`src/rtl/core/fidm_pkg.sv`:
```
package fidm_pkg;

  localparam int unsigned TICK_W   = 32;
  localparam int unsigned BUDGET_W = 31;
  localparam int unsigned STAT_W   = 32;

  // transaction kinds
  localparam logic [1:0] KIND_FRAME      = 2'd0;
  localparam logic [1:0] KIND_READ_SCENE = 2'd1;
  localparam logic [1:0] KIND_READ_TOTAL = 2'd2;

  // statistic selects
  localparam logic [3:0] SEL_SUBMITTED    = 4'd0;
  localparam logic [3:0] SEL_MEASURED     = 4'd1;
  localparam logic [3:0] SEL_MAX_DELTA    = 4'd2;
  localparam logic [3:0] SEL_MISSED       = 4'd3;
  localparam logic [3:0] SEL_OVER_COUNT   = 4'd4;
  localparam logic [3:0] SEL_STREAK       = 4'd5;
  localparam logic [3:0] SEL_MAX_STREAK   = 4'd6;
  localparam logic [3:0] SEL_INV_SCENE    = 4'd7;
  localparam logic [3:0] SEL_INV_INTERVAL = 4'd8;

  // configuration register indexes
  localparam logic CFG_BUDGET    = 1'b0;
  localparam logic CFG_TOLERANCE = 1'b1;

  localparam logic [STAT_W-1:0] STAT_MAX = '1;

  typedef struct packed {
    logic [STAT_W-1:0] submitted;
    logic [STAT_W-1:0] measured;
    logic [STAT_W-1:0] longest_delta;
    logic [STAT_W-1:0] missed_total;
    logic [STAT_W-1:0] over_count;
    logic [STAT_W-1:0] streak;
    logic [STAT_W-1:0] longest_streak;
  } row_t;

  typedef struct packed {
    logic busy;
    logic done;
  } div_status_t;

  function automatic logic [STAT_W-1:0] sat_inc(input logic [STAT_W-1:0] v);
    return (v == STAT_MAX) ? v : v + STAT_W'(1);
  endfunction

endpackage

```
`src/rtl/core/fidm_ram.sv`:
```
module fidm_ram #(
  parameter int unsigned WIDTH = 224,
  parameter int unsigned DEPTH = 9
) (
  input  logic                     clk_i,
  input  logic                     we_i,
  input  logic [$clog2(DEPTH)-1:0] waddr_i,
  input  logic [WIDTH-1:0]         wdata_i,
  input  logic [$clog2(DEPTH)-1:0] raddr_i,
  output logic [WIDTH-1:0]         rdata_o
);

  logic [WIDTH-1:0] mem_q [DEPTH];

  always_ff @(posedge clk_i) begin
    if (we_i) begin
      mem_q[waddr_i] <= wdata_i;
    end
    rdata_o <= mem_q[raddr_i];
  end

endmodule

```
`src/rtl/core/fidm_div.sv`:
```
// Restoring divider, one quotient bit per cycle.
module fidm_div (
  input  logic                          clk_i,
  input  logic                          rst_ni,
  input  logic                          start_i,
  input  logic [fidm_pkg::TICK_W-1:0]   dividend_i,
  input  logic [fidm_pkg::BUDGET_W-1:0] divisor_i,
  output logic [fidm_pkg::TICK_W-1:0]   quotient_o,
  output fidm_pkg::div_status_t         status_o
);

  localparam int unsigned STEPS = fidm_pkg::TICK_W;
  localparam int unsigned CNT_W = $clog2(STEPS);

  logic                          busy_q;
  logic                          done_q;
  logic [CNT_W-1:0]              cnt_q;
  logic [fidm_pkg::TICK_W-1:0]   quo_q;
  logic [fidm_pkg::BUDGET_W-1:0] rem_q;
  logic [fidm_pkg::BUDGET_W-1:0] div_q;

  logic [fidm_pkg::TICK_W-1:0]   rem_sh;
  logic [fidm_pkg::TICK_W-1:0]   rem_diff;
  logic                          fits;

  assign rem_sh   = {rem_q, quo_q[fidm_pkg::TICK_W-1]};
  assign fits     = rem_sh >= {1'b0, div_q};
  assign rem_diff = rem_sh - {1'b0, div_q};

  always_ff @(posedge clk_i or negedge rst_ni) begin
    if (!rst_ni) begin
      busy_q <= 1'b0;
      done_q <= 1'b0;
      cnt_q  <= '0;
      quo_q  <= '0;
      rem_q  <= '0;
      div_q  <= '0;
    end else begin
      done_q <= 1'b0;
      if (start_i) begin
        busy_q <= 1'b1;
        cnt_q  <= CNT_W'(STEPS - 1);
        quo_q  <= dividend_i;
        rem_q  <= '0;
        div_q  <= divisor_i;
      end else if (busy_q) begin
        // remainder stays below the divisor, so the top bit is always clear
        rem_q <= fits ? rem_diff[fidm_pkg::BUDGET_W-1:0] : rem_sh[fidm_pkg::BUDGET_W-1:0];
        quo_q <= {quo_q[fidm_pkg::TICK_W-2:0], fits};
        cnt_q <= cnt_q - CNT_W'(1);
        if (cnt_q == '0) begin
          busy_q <= 1'b0;
          done_q <= 1'b1;
        end
      end
    end
  end

  assign quotient_o    = quo_q;
  assign status_o.busy = busy_q;
  assign status_o.done = done_q;

endmodule

```
`src/rtl/core/fidm_row_upd.sv`:
```
// Next value of one statistics row for a frame transaction.
module fidm_row_upd (
  input  fidm_pkg::row_t                cur_i,
  input  logic                          measure_i,
  input  logic [fidm_pkg::TICK_W-1:0]   delta_i,
  input  logic                          over_i,
  input  logic [fidm_pkg::STAT_W-1:0]   missed_i,
  output fidm_pkg::row_t                nxt_o
);

  logic [fidm_pkg::STAT_W:0]   missed_sum;
  logic [fidm_pkg::STAT_W-1:0] streak_inc;

  assign missed_sum = {1'b0, cur_i.missed_total} + {1'b0, missed_i};
  assign streak_inc = fidm_pkg::sat_inc(cur_i.streak);

  always_comb begin
    nxt_o           = cur_i;
    nxt_o.submitted = fidm_pkg::sat_inc(cur_i.submitted);
    if (measure_i) begin
      nxt_o.measured = fidm_pkg::sat_inc(cur_i.measured);
      if (delta_i > cur_i.longest_delta) begin
        nxt_o.longest_delta = delta_i;
      end
      nxt_o.missed_total = missed_sum[fidm_pkg::STAT_W] ? fidm_pkg::STAT_MAX
                                                        : missed_sum[fidm_pkg::STAT_W-1:0];
      if (over_i) begin
        nxt_o.over_count = fidm_pkg::sat_inc(cur_i.over_count);
        nxt_o.streak     = streak_inc;
        if (streak_inc > cur_i.longest_streak) begin
          nxt_o.longest_streak = streak_inc;
        end
      end else begin
        nxt_o.streak = '0;
      end
    end
  end

endmodule

```
`src/rtl/core/frame_interval_deadline_monitor.sv`:
```
// Path from accept to result valid: a measured interval goes through S_PREP, the
// restoring divider and read-modify-write of total and scene rows; a first frame
// or an invalid interval only does the row updates; a row read goes through S_STAT_RD
// and S_STAT_DATA; anything else goes straight to S_FIN. One transaction at a time.
// Reset clears all counters, per-row valid bits and the tick history; budget
// resets to 1 and tolerance to 0. Rows not yet written read as zero.
module frame_interval_deadline_monitor #(
  parameter int unsigned SCENE_COUNT = 8
) (
  input  logic                          clk_i,
  input  logic                          rst_ni,
  input  logic                          cfg_we_i,
  input  logic                          cfg_index_i,
  input  logic [fidm_pkg::BUDGET_W-1:0] cfg_wdata_i,
  input  logic                          in_valid_i,
  output logic                          in_ready_o,
  input  logic [1:0]                    kind_i,
  input  logic [5:0]                    scene_i,
  input  logic [fidm_pkg::TICK_W-1:0]   frame_tick_i,
  input  logic [3:0]                    stat_select_i,
  output logic                          out_valid_o,
  input  logic                          out_ready_i,
  output logic                          sample_valid_o,
  output logic                          sample_measured_o,
  output logic [fidm_pkg::TICK_W-1:0]   frame_gap_o,
  output logic                          budget_exceeded_o,
  output logic [fidm_pkg::BUDGET_W-1:0] lost_periods_o,
  output logic [fidm_pkg::STAT_W-1:0]   read_value_o
);

  localparam int unsigned ROWS     = SCENE_COUNT + 1;
  localparam int unsigned ROW_W    = $clog2(ROWS);
  localparam int unsigned ROW_BITS = $bits(fidm_pkg::row_t);
  localparam logic [ROW_W-1:0] TOTAL_ROW = ROW_W'(SCENE_COUNT);

  typedef enum logic [7:0] {
    S_IDLE      = 8'b0000_0001,
    S_PREP      = 8'b0000_0010,
    S_DIV       = 8'b0000_0100,
    S_ROW_RD    = 8'b0000_1000,
    S_ROW_WR    = 8'b0001_0000,
    S_STAT_RD   = 8'b0010_0000,
    S_STAT_DATA = 8'b0100_0000,
    S_FIN       = 8'b1000_0000
  } state_e;

  state_e                        state_q;
  logic [fidm_pkg::BUDGET_W-1:0] budget_q;
  logic [fidm_pkg::BUDGET_W-1:0] tolerance_q;
  logic                          seen_q;
  logic [fidm_pkg::TICK_W-1:0]   prev_tick_q;
  logic [fidm_pkg::STAT_W-1:0]   inv_scene_q;
  logic [fidm_pkg::STAT_W-1:0]   inv_int_q;
  logic [ROWS-1:0]               row_valid_q;
  logic [ROW_W-1:0]              row_q;
  logic [5:0]                    scene_q;
  logic [3:0]                    sel_q;
  logic                          measure_q;

  logic                          res_sv_q;
  logic                          res_sm_q;
  logic [fidm_pkg::TICK_W-1:0]   res_delta_q;
  logic                          res_over_q;
  logic [fidm_pkg::STAT_W-1:0]   res_missed_q;
  logic [fidm_pkg::STAT_W-1:0]   res_read_q;

  logic                          out_valid_q;
  logic                          out_sv_q;
  logic                          out_sm_q;
  logic [fidm_pkg::TICK_W-1:0]   out_delta_q;
  logic                          out_over_q;
  logic [fidm_pkg::BUDGET_W-1:0] out_missed_q;
  logic [fidm_pkg::STAT_W-1:0]   out_read_q;

  logic [fidm_pkg::BUDGET_W-1:0] budget_eff;
  logic [fidm_pkg::TICK_W-1:0]   tick_delta;
  logic [fidm_pkg::TICK_W-1:0]   dividend;
  logic                          over;
  logic                          scene_bad;
  logic [ROW_W-1:0]              scene_row;
  logic [ROW_W-1:0]              scene_row_q;
  logic                          div_start;
  logic [fidm_pkg::TICK_W-1:0]   quotient;
  fidm_pkg::div_status_t         div_st;
  logic                          ram_we;
  logic [ROW_BITS-1:0]           ram_rdata;
  fidm_pkg::row_t                row_cur;
  fidm_pkg::row_t                row_nxt;
  logic [fidm_pkg::STAT_W-1:0]   stat_value;

  state_e                        acc_state;
  logic                          acc_sv;
  logic                          acc_sm;
  logic                          acc_measure;
  logic [ROW_W-1:0]              acc_row;
  logic [fidm_pkg::STAT_W-1:0]   acc_read;

  // a budget of zero behaves as one
  assign budget_eff  = (budget_q == '0) ? fidm_pkg::BUDGET_W'(1) : budget_q;
  assign tick_delta  = frame_tick_i - prev_tick_q;
  // rounding: add half the budget before the divide
  assign dividend    = res_delta_q + {2'b00, budget_eff[fidm_pkg::BUDGET_W-1:1]};
  assign over        = {1'b0, res_delta_q} > ({2'b00, budget_eff} + {2'b00, tolerance_q});
  assign scene_bad   = {1'b0, scene_i} >= 7'(SCENE_COUNT);
  assign scene_row   = ROW_W'(scene_i);
  assign scene_row_q = ROW_W'(scene_q);
  assign div_start   = state_q == S_PREP;
  assign ram_we      = state_q == S_ROW_WR;
  assign row_cur     = row_valid_q[row_q] ? fidm_pkg::row_t'(ram_rdata) : '0;
  assign in_ready_o  = state_q == S_IDLE;

  fidm_div u_div (
    .clk_i      (clk_i),
    .rst_ni     (rst_ni),
    .start_i    (div_start),
    .dividend_i (dividend),
    .divisor_i  (budget_eff),
    .quotient_o (quotient),
    .status_o   (div_st)
  );

  fidm_ram #(
    .WIDTH (ROW_BITS),
    .DEPTH (ROWS)
  ) u_ram (
    .clk_i   (clk_i),
    .we_i    (ram_we),
    .waddr_i (row_q),
    .wdata_i (row_nxt),
    .raddr_i (row_q),
    .rdata_o (ram_rdata)
  );

  fidm_row_upd u_row_upd (
    .cur_i     (row_cur),
    .measure_i (measure_q),
    .delta_i   (res_delta_q),
    .over_i    (res_over_q),
    .missed_i  (res_missed_q),
    .nxt_o     (row_nxt)
  );

  always_comb begin
    case (sel_q)
      fidm_pkg::SEL_SUBMITTED:  stat_value = row_cur.submitted;
      fidm_pkg::SEL_MEASURED:   stat_value = row_cur.measured;
      fidm_pkg::SEL_MAX_DELTA:  stat_value = row_cur.longest_delta;
      fidm_pkg::SEL_MISSED:     stat_value = row_cur.missed_total;
      fidm_pkg::SEL_OVER_COUNT: stat_value = row_cur.over_count;
      fidm_pkg::SEL_STREAK:     stat_value = row_cur.streak;
      fidm_pkg::SEL_MAX_STREAK: stat_value = row_cur.longest_streak;
      default:                  stat_value = '0;
    endcase
  end

  // decode of the transaction offered at the input
  always_comb begin
    acc_state   = S_FIN;
    acc_sv      = 1'b0;
    acc_sm      = 1'b0;
    acc_measure = 1'b0;
    acc_row     = TOTAL_ROW;
    acc_read    = '0;
    case (kind_i)
      fidm_pkg::KIND_FRAME: begin
        if (!scene_bad) begin
          acc_state = S_ROW_RD;
          if (!seen_q) begin
            acc_sv = 1'b1;
          end else begin
            acc_sm = 1'b1;
            if (!tick_delta[fidm_pkg::TICK_W-1]) begin
              acc_sv      = 1'b1;
              acc_measure = 1'b1;
              acc_state   = S_PREP;
            end
          end
        end
      end
      fidm_pkg::KIND_READ_SCENE, fidm_pkg::KIND_READ_TOTAL: begin
        if (stat_select_i == fidm_pkg::SEL_INV_SCENE) begin
          acc_read = inv_scene_q;
        end else if (stat_select_i == fidm_pkg::SEL_INV_INTERVAL) begin
          acc_read = inv_int_q;
        end else if (stat_select_i <= fidm_pkg::SEL_MAX_STREAK &&
                     (kind_i == fidm_pkg::KIND_READ_TOTAL || !scene_bad)) begin
          if (kind_i == fidm_pkg::KIND_READ_SCENE) begin
            acc_row = scene_row;
          end
          acc_state = S_STAT_RD;
        end
      end
      default: ;
    endcase
  end

  always_ff @(posedge clk_i or negedge rst_ni) begin
    if (!rst_ni) begin
      budget_q    <= fidm_pkg::BUDGET_W'(1);
      tolerance_q <= '0;
    end else if (cfg_we_i) begin
      case (cfg_index_i)
        fidm_pkg::CFG_BUDGET:    budget_q    <= cfg_wdata_i;
        fidm_pkg::CFG_TOLERANCE: tolerance_q <= cfg_wdata_i;
        default: ;
      endcase
    end
  end

  always_ff @(posedge clk_i or negedge rst_ni) begin
    if (!rst_ni) begin
      state_q      <= S_IDLE;
      seen_q       <= 1'b0;
      prev_tick_q  <= '0;
      inv_scene_q  <= '0;
      inv_int_q    <= '0;
      row_valid_q  <= '0;
      row_q        <= '0;
      scene_q      <= '0;
      sel_q        <= '0;
      measure_q    <= 1'b0;
      res_sv_q     <= 1'b0;
      res_sm_q     <= 1'b0;
      res_delta_q  <= '0;
      res_over_q   <= 1'b0;
      res_missed_q <= '0;
      res_read_q   <= '0;
      out_valid_q  <= 1'b0;
      out_sv_q     <= 1'b0;
      out_sm_q     <= 1'b0;
      out_delta_q  <= '0;
      out_over_q   <= 1'b0;
      out_missed_q <= '0;
      out_read_q   <= '0;
    end else begin
      // in S_FIN the output register is reloaded instead
      if (out_valid_q && out_ready_i && state_q != S_FIN) begin
        out_valid_q <= 1'b0;
      end
      case (state_q)
        S_IDLE: begin
          if (in_valid_i) begin
            res_sv_q     <= acc_sv;
            res_sm_q     <= acc_sm;
            res_delta_q  <= acc_sm ? tick_delta : '0;
            res_over_q   <= 1'b0;
            res_missed_q <= '0;
            res_read_q   <= acc_read;
            scene_q      <= scene_i;
            sel_q        <= stat_select_i;
            measure_q    <= acc_measure;
            row_q        <= acc_row;
            state_q      <= acc_state;
            if (kind_i == fidm_pkg::KIND_FRAME) begin
              if (scene_bad) begin
                inv_scene_q <= fidm_pkg::sat_inc(inv_scene_q);
              end else begin
                prev_tick_q <= frame_tick_i;
                if (!seen_q) begin
                  seen_q <= 1'b1;
                end else if (tick_delta[fidm_pkg::TICK_W-1]) begin
                  inv_int_q <= fidm_pkg::sat_inc(inv_int_q);
                end
              end
            end
          end
        end
        S_PREP: begin
          res_over_q <= over;
          state_q    <= S_DIV;
        end
        S_DIV: begin
          if (div_st.done) begin
            res_missed_q <= (quotient > fidm_pkg::TICK_W'(1)) ?
                            quotient - fidm_pkg::TICK_W'(1) : '0;
            state_q      <= S_ROW_RD;
          end
        end
        S_ROW_RD: begin
          state_q <= S_ROW_WR;
        end
        S_ROW_WR: begin
          row_valid_q[row_q] <= 1'b1;
          // total row first, then the scene row
          if (row_q == TOTAL_ROW) begin
            row_q   <= scene_row_q;
            state_q <= S_ROW_RD;
          end else begin
            state_q <= S_FIN;
          end
        end
        S_STAT_RD: begin
          state_q <= S_STAT_DATA;
        end
        S_STAT_DATA: begin
          res_read_q <= stat_value;
          state_q    <= S_FIN;
        end
        S_FIN: begin
          if (!out_valid_q || out_ready_i) begin
            out_valid_q  <= 1'b1;
            out_sv_q     <= res_sv_q;
            out_sm_q     <= res_sm_q;
            out_delta_q  <= res_delta_q;
            out_over_q   <= res_over_q;
            out_missed_q <= res_missed_q[fidm_pkg::BUDGET_W-1:0];
            out_read_q   <= res_read_q;
            state_q      <= S_IDLE;
          end
        end
        default: state_q <= S_IDLE;
      endcase
    end
  end

  assign out_valid_o       = out_valid_q;
  assign sample_valid_o    = out_sv_q;
  assign sample_measured_o = out_sm_q;
  assign frame_gap_o       = out_delta_q;
  assign budget_exceeded_o = out_over_q;
  assign lost_periods_o    = out_missed_q;
  assign read_value_o      = out_read_q;

  a_one_in_flight: assert property (@(posedge clk_i) disable iff (!rst_ni)
    in_valid_i && in_ready_o |=> !in_ready_o)
    else $error("second transaction taken while busy");

  a_div_done_state: assert property (@(posedge clk_i) disable iff (!rst_ni)
    div_st.done |-> state_q == S_DIV)
    else $error("divider finished outside the divide state");

  a_div_busy_state: assert property (@(posedge clk_i) disable iff (!rst_ni)
    div_st.busy |-> state_q == S_DIV)
    else $error("divider running outside the divide state");

  a_ram_row_range: assert property (@(posedge clk_i) disable iff (!rst_ni)
    ram_we |-> row_q <= TOTAL_ROW)
    else $error("row write out of range");

  a_over_measured: assert property (@(posedge clk_i) disable iff (!rst_ni)
    out_valid_o && (budget_exceeded_o || lost_periods_o != '0)
    |-> sample_valid_o && sample_measured_o)
    else $error("deadline result without a measured interval");

  a_read_exclusive: assert property (@(posedge clk_i) disable iff (!rst_ni)
    out_valid_o && read_value_o != '0 |-> !sample_valid_o && !sample_measured_o)
    else $error("read value mixed with frame result");

endmodule

```
`config.mk`:
```
export PLATFORM = sky130hd
export DESIGN_NAME = frame_interval_deadline_monitor
export DESIGN_NICKNAME = d
export VERILOG_FILES = /design/src/rtl/core/fidm_pkg.sv /design/src/rtl/core/fidm_ram.sv /design/src/rtl/core/fidm_div.sv /design/src/rtl/core/fidm_row_upd.sv /design/src/rtl/core/frame_interval_deadline_monitor.sv
export SDC_FILE = /design/constraint.sdc
export NUM_CORES = 2
export LEC_CHECK = 0
export BUFFER_PORTS_ARGS = -buffer_cell sky130_fd_sc_hd__buf_2
export CAP_MARGIN = 20
export CORE_MARGIN = 2
export CORE_UTILIZATION = 40
export CTS_CLUSTER_DIAMETER = 50
export CTS_CLUSTER_SIZE = 12
export DETAILED_ROUTE_END_ITERATION = 16
export PLACE_DENSITY = 0.63
export SYNTH_ARGS = -nofsm -noshare
export SYNTH_HDL_FRONTEND = slang
export SYNTH_SLANG_ARGS = --single-unit
```
`constraint.sdc`:
```
create_clock -name clk_i -period 23.7 [get_ports clk_i]
set_clock_uncertainty 0.2 [all_clocks]
set_input_delay 1.185 -clock clk_i [delete_from_list [all_inputs] [get_ports clk_i]]
set_output_delay 1.185 -clock clk_i [all_outputs]
set_load 0.02 [all_outputs]
```
-- After elaboration in Yosys (flattened, before gate mapping)
Memories as Yosys holds them, arrays and structs flattened. A register that Yosys moved wholly into a read port is not among the register bits.
Index checks and enable logic that the tools add are counted.
- register bits: 488
- memories kept: 1
- memory bits (writable): 2016
- input port bits: 81
- ROM bits: 0
- bits in latches: 0
- memories (memory ; depth ; width ; rd ports ; clocked after Yosys merged registers in ; write ports ; RTL line ; source):
    u_ram.mem_q ; 9 ; 224 ; 1 ; 1 ; 1 ; fidm_ram.sv:13 ; logic [WIDTH-1:0] mem_q [DEPTH];
- shifts and indexed selects: 0
- equal/unequal tests: 30
- multiply operators: 0
- multiplexer cells: 78
- divide/modulo/power cells: 0
- bitwise gates (word level): 5
- add/sub/neg operators: 13
- reduce and logical (&&, ||, !) cells: 30
- $lt $le $gt $ge: 9
- operator list (kind ; number):
    $mux W32 ; 20
    $mux W224 ; 1
    $pmux W32 S7 ; 1
    $add A32 B1 Y32 const B ; 6
    $eq A32 B32 Y1 const B ; 6
    $mux W192 ; 1
    $pmux W32 S2 ; 2
    $mux W31 ; 4
    $gt A32 B32 Y1 ; 3
    $mux W8 ; 8
    $pmux W8 S8 ; 1
    $mux W4 ; 9
    $add A32 B32 Y33 ; 1
    $add A31 B31 Y32 ; 1
    $add A32 B30 Y32 ; 1
    $ge A32 B31 Y1 ; 1
    $gt A32 B1 Y1 const B ; 1
    $sub A32 B1 Y32 const B ; 1
    $sub A32 B32 Y32 ; 1
    $logic_not A31 Y1 ; 1
    $sub A31 B31 Y31 ; 1
    $mux W1 ; 24
    $eq A4 B3 Y1 const B ; 4
    $pmux W8 S2 ; 1
    41 further kinds ; 65

-- Depth between registers and ports, before layout
- depth after elaboration: 10
- gate-level depth with buffers: 31
- gate-level depth less buffers: 26

-- Hierarchy
From an unflattened synthesis, not the netlist that was laid out.
- cell total of the unflattened synthesis: 8717
- area total of the unflattened synthesis: 121206.2 um^2
- by module, submodules not included (module ; times used ; cells an instance ; area each (um^2)):
    fidm_ram ; 1 ; 4299 ; 82302.7
    frame_interval_deadline_monitor ; 1 ; 2648 ; 25034.0
    fidm_row_upd ; 1 ; 1039 ; 7455.9
    fidm_div ; 1 ; 731 ; 6413.7

-- Worst setup path after synthesis
Ideal clock, no wire load.
- path type: register -> register
- from: register state_q[6]
- to: register row_valid_q[1]
- arrival: 24.562 ns
- slack: -1.244 ns
- setup time: 0.182 ns
- period minus slack after synthesis: 24.944 ns
- stages on the path, launching flop included: 7
- cells stage by stage: dfrtp_1 -> or4_4 -> or3_1 -> nor3b_2 -> nand2_1 -> nor4_1 -> or2_2
- cells in the longest elaborated chain, start to end: 1
- RTL lines (item ; RTL line ; source):
    from (decl) ; frame_interval_deadline_monitor.sv:47 ; state_e state_q;
    from (signal assigned) ; frame_interval_deadline_monitor.sv:253 ; state_q <= acc_state;
    $eq A8 B5 Y1 ; frame_interval_deadline_monitor.sv:240 ; case (state_q)
    to (signal assigned) ; frame_interval_deadline_monitor.sv:217 ; row_valid_q <= '0;
    to (signal, indexed assignment) ; frame_interval_deadline_monitor.sv:283 ; row_valid_q[row_q] <= 1'b1;
    to (decl) ; frame_interval_deadline_monitor.sv:54 ; logic [ROWS-1:0] row_valid_q;
Every way passes these cells.
A chain may end at the register's enable or synchronous reset.

==> flow_summary_export.csv <==
group,metric,value,unit
run_status,status,"complete, no violations",
logic_synthesis,synth_top_area_cell,"edfxtp_1",
cts,cts_buffer_depth,4,
setup_path,cp-start-kind,"register",
floorplanning,io_pins,181,
logic_synthesis,synth_most_common_cell,"edfxtp_1",
cts,cts_tree,"done",
cts,cts_max_level,5,
power_and_ir_drop,power_density,104,nW/um^2
setup_path,cpMaxStageDelayCell,"dfrtp_4",
cts,clock-sinks,2728,
cts,clock_latency,0.88,ns
global_route,overflow,0,
finish,final_nets,8506,
sta,fin_setup_tns,0,ns
setup_path,r2r_slack,13.98,ns
place,place.gp.congestion,0.920,
power_and_ir_drop,ir_worst_vdd,0.0000900,V
routing,wl,327000,um
sta,fmax,103,MHz
sta,rsz0062_at_grt,"false",
setup_path,r2r_cells,28,
logic_synthesis,synth-seq-cells,2728,
cts,cts_made_buffers,310,
power_and_ir_drop,power_switching,4.37,mW
routing,routedWlPerCell,26.5,um
cts,root_buffer,"clkbuf_16",
worst_hold_path,hp-class,"in2async",
power_and_ir_drop,clkPwrFrac,33.7,%
cts,cts_resized,0,
setup_path,cp_data_arrival_time,10.05,ns
place,io_buffers,180,
power_and_ir_drop,comb_power_share,24.7,%
setup_path,regToRegStartpoint,"row_q[1]$_DFFE_PN0P_",
logic_synthesis,yosysSeqAreaShare,65.7,%
floorplanning,num_rows,198,
logic_synthesis,postSynthCellCount,7969,
routing,drt_drc_violations_left,0,
finish,layout-drive-gt1-share,17.1,%
logic_synthesis,synth_top_flop_cell,"edfxtp_1",
cts,hold_buffers,0,
power_and_ir_drop,intPower,9.43,mW
logic_synthesis,synth_nets,8318,
setup_path,worst-setup-path-type,"reg2reg",
setup_path,cpPeakStageDelay,1.00,ns
logic_synthesis,synth_edf_count,2016,
power_and_ir_drop,p_total,13.8,mW
run,cap_viol_max_count,0,
finish,design_area,133000,sq um
global_route,antenna_found_initial,22,
logic_synthesis,synthTopCellsByArea,"edfxtp_1 (52%), dfrtp_1 (10%), mux4_2 (8.6%)",
floorplanning,coreArea,292000,sq um
sta,fin_hold_ws,0.165,ns
sta,post-route-period-util,41.0,%
floorplanning,fp.dieArea,298000,sq um
finish,syn_to_final_growth,13.1,%
setup_path,crit_path_end_kind,"register",
sta,finalHoldViolCount,0,
cts,post_cts_buffers,0,
setup_path,r2r-end,"u_ram.mem_q[5][19]$_DFFE_PP_",
sta,setup_viol,0,
floorplanning,die_h,546,um
logic_synthesis,async_reset_ff_share,17.9,%
routing,final_antenna_net_count,0,
place,dpl.hpwl,204000,um
global_route,grt_max_degree,177,
logic_synthesis,synth_top_area_share,51.5,%
floorplanning,start_util,40.3,%
logic_synthesis,syn_avg_cell_area,14.7,sq um
finish,final_util,45.6,%
cts,clkTransAtPathRegs,0.06,ns
logic_synthesis,synth_area,118000,sq um
power_and_ir_drop,seqPwrFrac,41.6,%
setup_path,cp-startpoint,"row_q[1]$_DFFE_PN0P_",
sta,worstMarginPinSlew,1.11,ns
finish,fill_cells,25374,
floorplanning,chipWidth,546,um
setup_path,endpoint,"u_ram.mem_q[5][19]$_DFFE_PP_",
sta,period_needed,9.72,ns
setup_path,path_max_fanout,58,
routing,drt_iter0_drc,7835,
global_route,grt_usage,21.4,%
routing,vias,70620,
logic_synthesis,yosysWarningCount,0,
routing,dr.pass1.iters,9,
sta,finalMaxSlewViolations,0,
logic_synthesis,ys_types,108,
routing,viasPerCell,5.73,
sta,slew_headroom,26.2,%
setup_path,crit_required,24.03,ns
global_route,grt_pass1_wl,477000,um
power_and_ir_drop,swShare,31.7,%
power_and_ir_drop,p_leak,43.9,nW
global_route,grt_pass1_vias,69911,
logic_synthesis,ys_top_cells_by_count,"edfxtp_1 (2,016), nand2_1 (748), o21ai_0 (522)",
place,post_dp_cell_area,123000,sq um
-- layer usage --
layer	up-vias	GRT usage, %	share of wire (%)
met4	6	8.67	4.2
met1	36268	28.8	41
met2	2794	34.3	47
li1	30978	-	-
met5	-	0	0.010
met3	574	3.96	7.7
-- critical path: cells and delay by family (launching register included) --
kind / cells / cell delay, ns
flops: 1 / 1.00
compound gates: 6 / 1.90
xor+xnor: 1 / 0.16
fa+ha+maj: 2 / 0.57
buf+inv: 4 / 1.86
simple gates: 13 / 3.10
mux: 2 / 0.49
-- per-stage QoR --
| stage | setup WS (ns) | cells |
|---|---|---|
| 4_1_cts | 14.16 | 12294 |
| 5_1_grt | 13.35 | 12309 |
| 3_5_place_dp | 14.27 | 11735 |
| 3_3_place_gp | 14.38 | 11734 |
| 2_1_floorplan | 4.97 | 7969 |
| 6_report | 13.98 | 12319 |
-- layout by cell type (no fill, tap or decap), types with 99 or more instances in the layout --
cell and n:
inv_1 171, buf_2 179, dfxtp_1 224, nand3_1 130, mux4_2 450, xor2_1 184, a21o_1 102, o21ai_0 522
nand4_1 103, clkbuf_1 123, a21oi_1 314, edfxtp_1 2016, dfrtp_1 480, mux2i_1 295, buf_4 99, xnor2_1 143
nand2_1 747, clkbuf_16 317, ha_1 264, nor2_1 297, mux2_2 149
-- cell type report --
class                   count  area (sq um)  share of cell area [%]
flip-flops and latches   2728         77300                    58.1
multi-input cells        4640         38100                    28.7
clock buffers             458          8640                    6.50
well taps                3900          4880                    3.67
repair buffers            305          2110                    1.59
clock inverters           101          1180                   0.890
inverters                 172           646                   0.486
diodes                     15          37.5                  0.0283
-- cells by family (layout without fill, tap and decap cells) --
kind of cell,count (synthesis),after routing,synth area share [%]
flops,2728,2728,65.7
simple gates,1749,1749,7.12
compound gates,1401,1401,7.29
mux,895,895,12.6
buf+inv,601,1036,1.97
xor+xnor,327,327,2.44
fa+ha+maj,268,268,2.88
other cells,0,15,0
-- registers in the layout (all words and copies together) (netlist names), 4 cells and up --
signal / cells
u_ram.mem_q: 2016
u_ram.rdata_o: 224
frame_gap_o: 32
inv_int_q: 32
inv_scene_q: 32
prev_tick_q: 32
read_value_o: 32
res_delta_q: 32
res_missed_q: 32
res_read_q: 32
u_div.quotient_o: 32
budget_q: 31
lost_periods_o: 31
tolerance_q: 31
u_div.div_q: 31
u_div.rem_q: 31
row_valid_q: 9
state_q: 8
u_div.cnt_q: 5
row_q: 4
scene_q: 4
sel_q: 4
-- worst min-delay path by stage --
stage                                              to  cells past startpoint  slack [ns]
after floorplan              u_ram.rdata_o[0]$_DFF_P_                      2        0.22
after global placement     u_ram.rdata_o[196]$_DFF_P_                      2        0.22
after detailed placement    u_ram.rdata_o[51]$_DFF_P_                      2        0.23
after CTS                 frame_gap_o[12]$_DFFE_PN0P_                      1        0.15
after global routing      prev_tick_q[12]$_DFFE_PN0P_                      1        0.20
final                     prev_tick_q[19]$_DFFE_PN0P_                      1        0.16
-- power groups by stage --
| stage | Sequential (mW) | Clock [mW] | Combinational, mW |
|---|---|---|---|
| after floorplan | 5.65 | 0 | 2.50 |
| after global placement | 5.84 | 0 | 3.34 |
| after detailed placement | 5.85 | 0 | 3.37 |
| after CTS | 5.75 | 4.73 | 3.39 |
| after global routing | 5.75 | 4.92 | 3.71 |
| final | 5.74 | 4.65 | 3.40 |
Power figures use the tool's default switching activity.
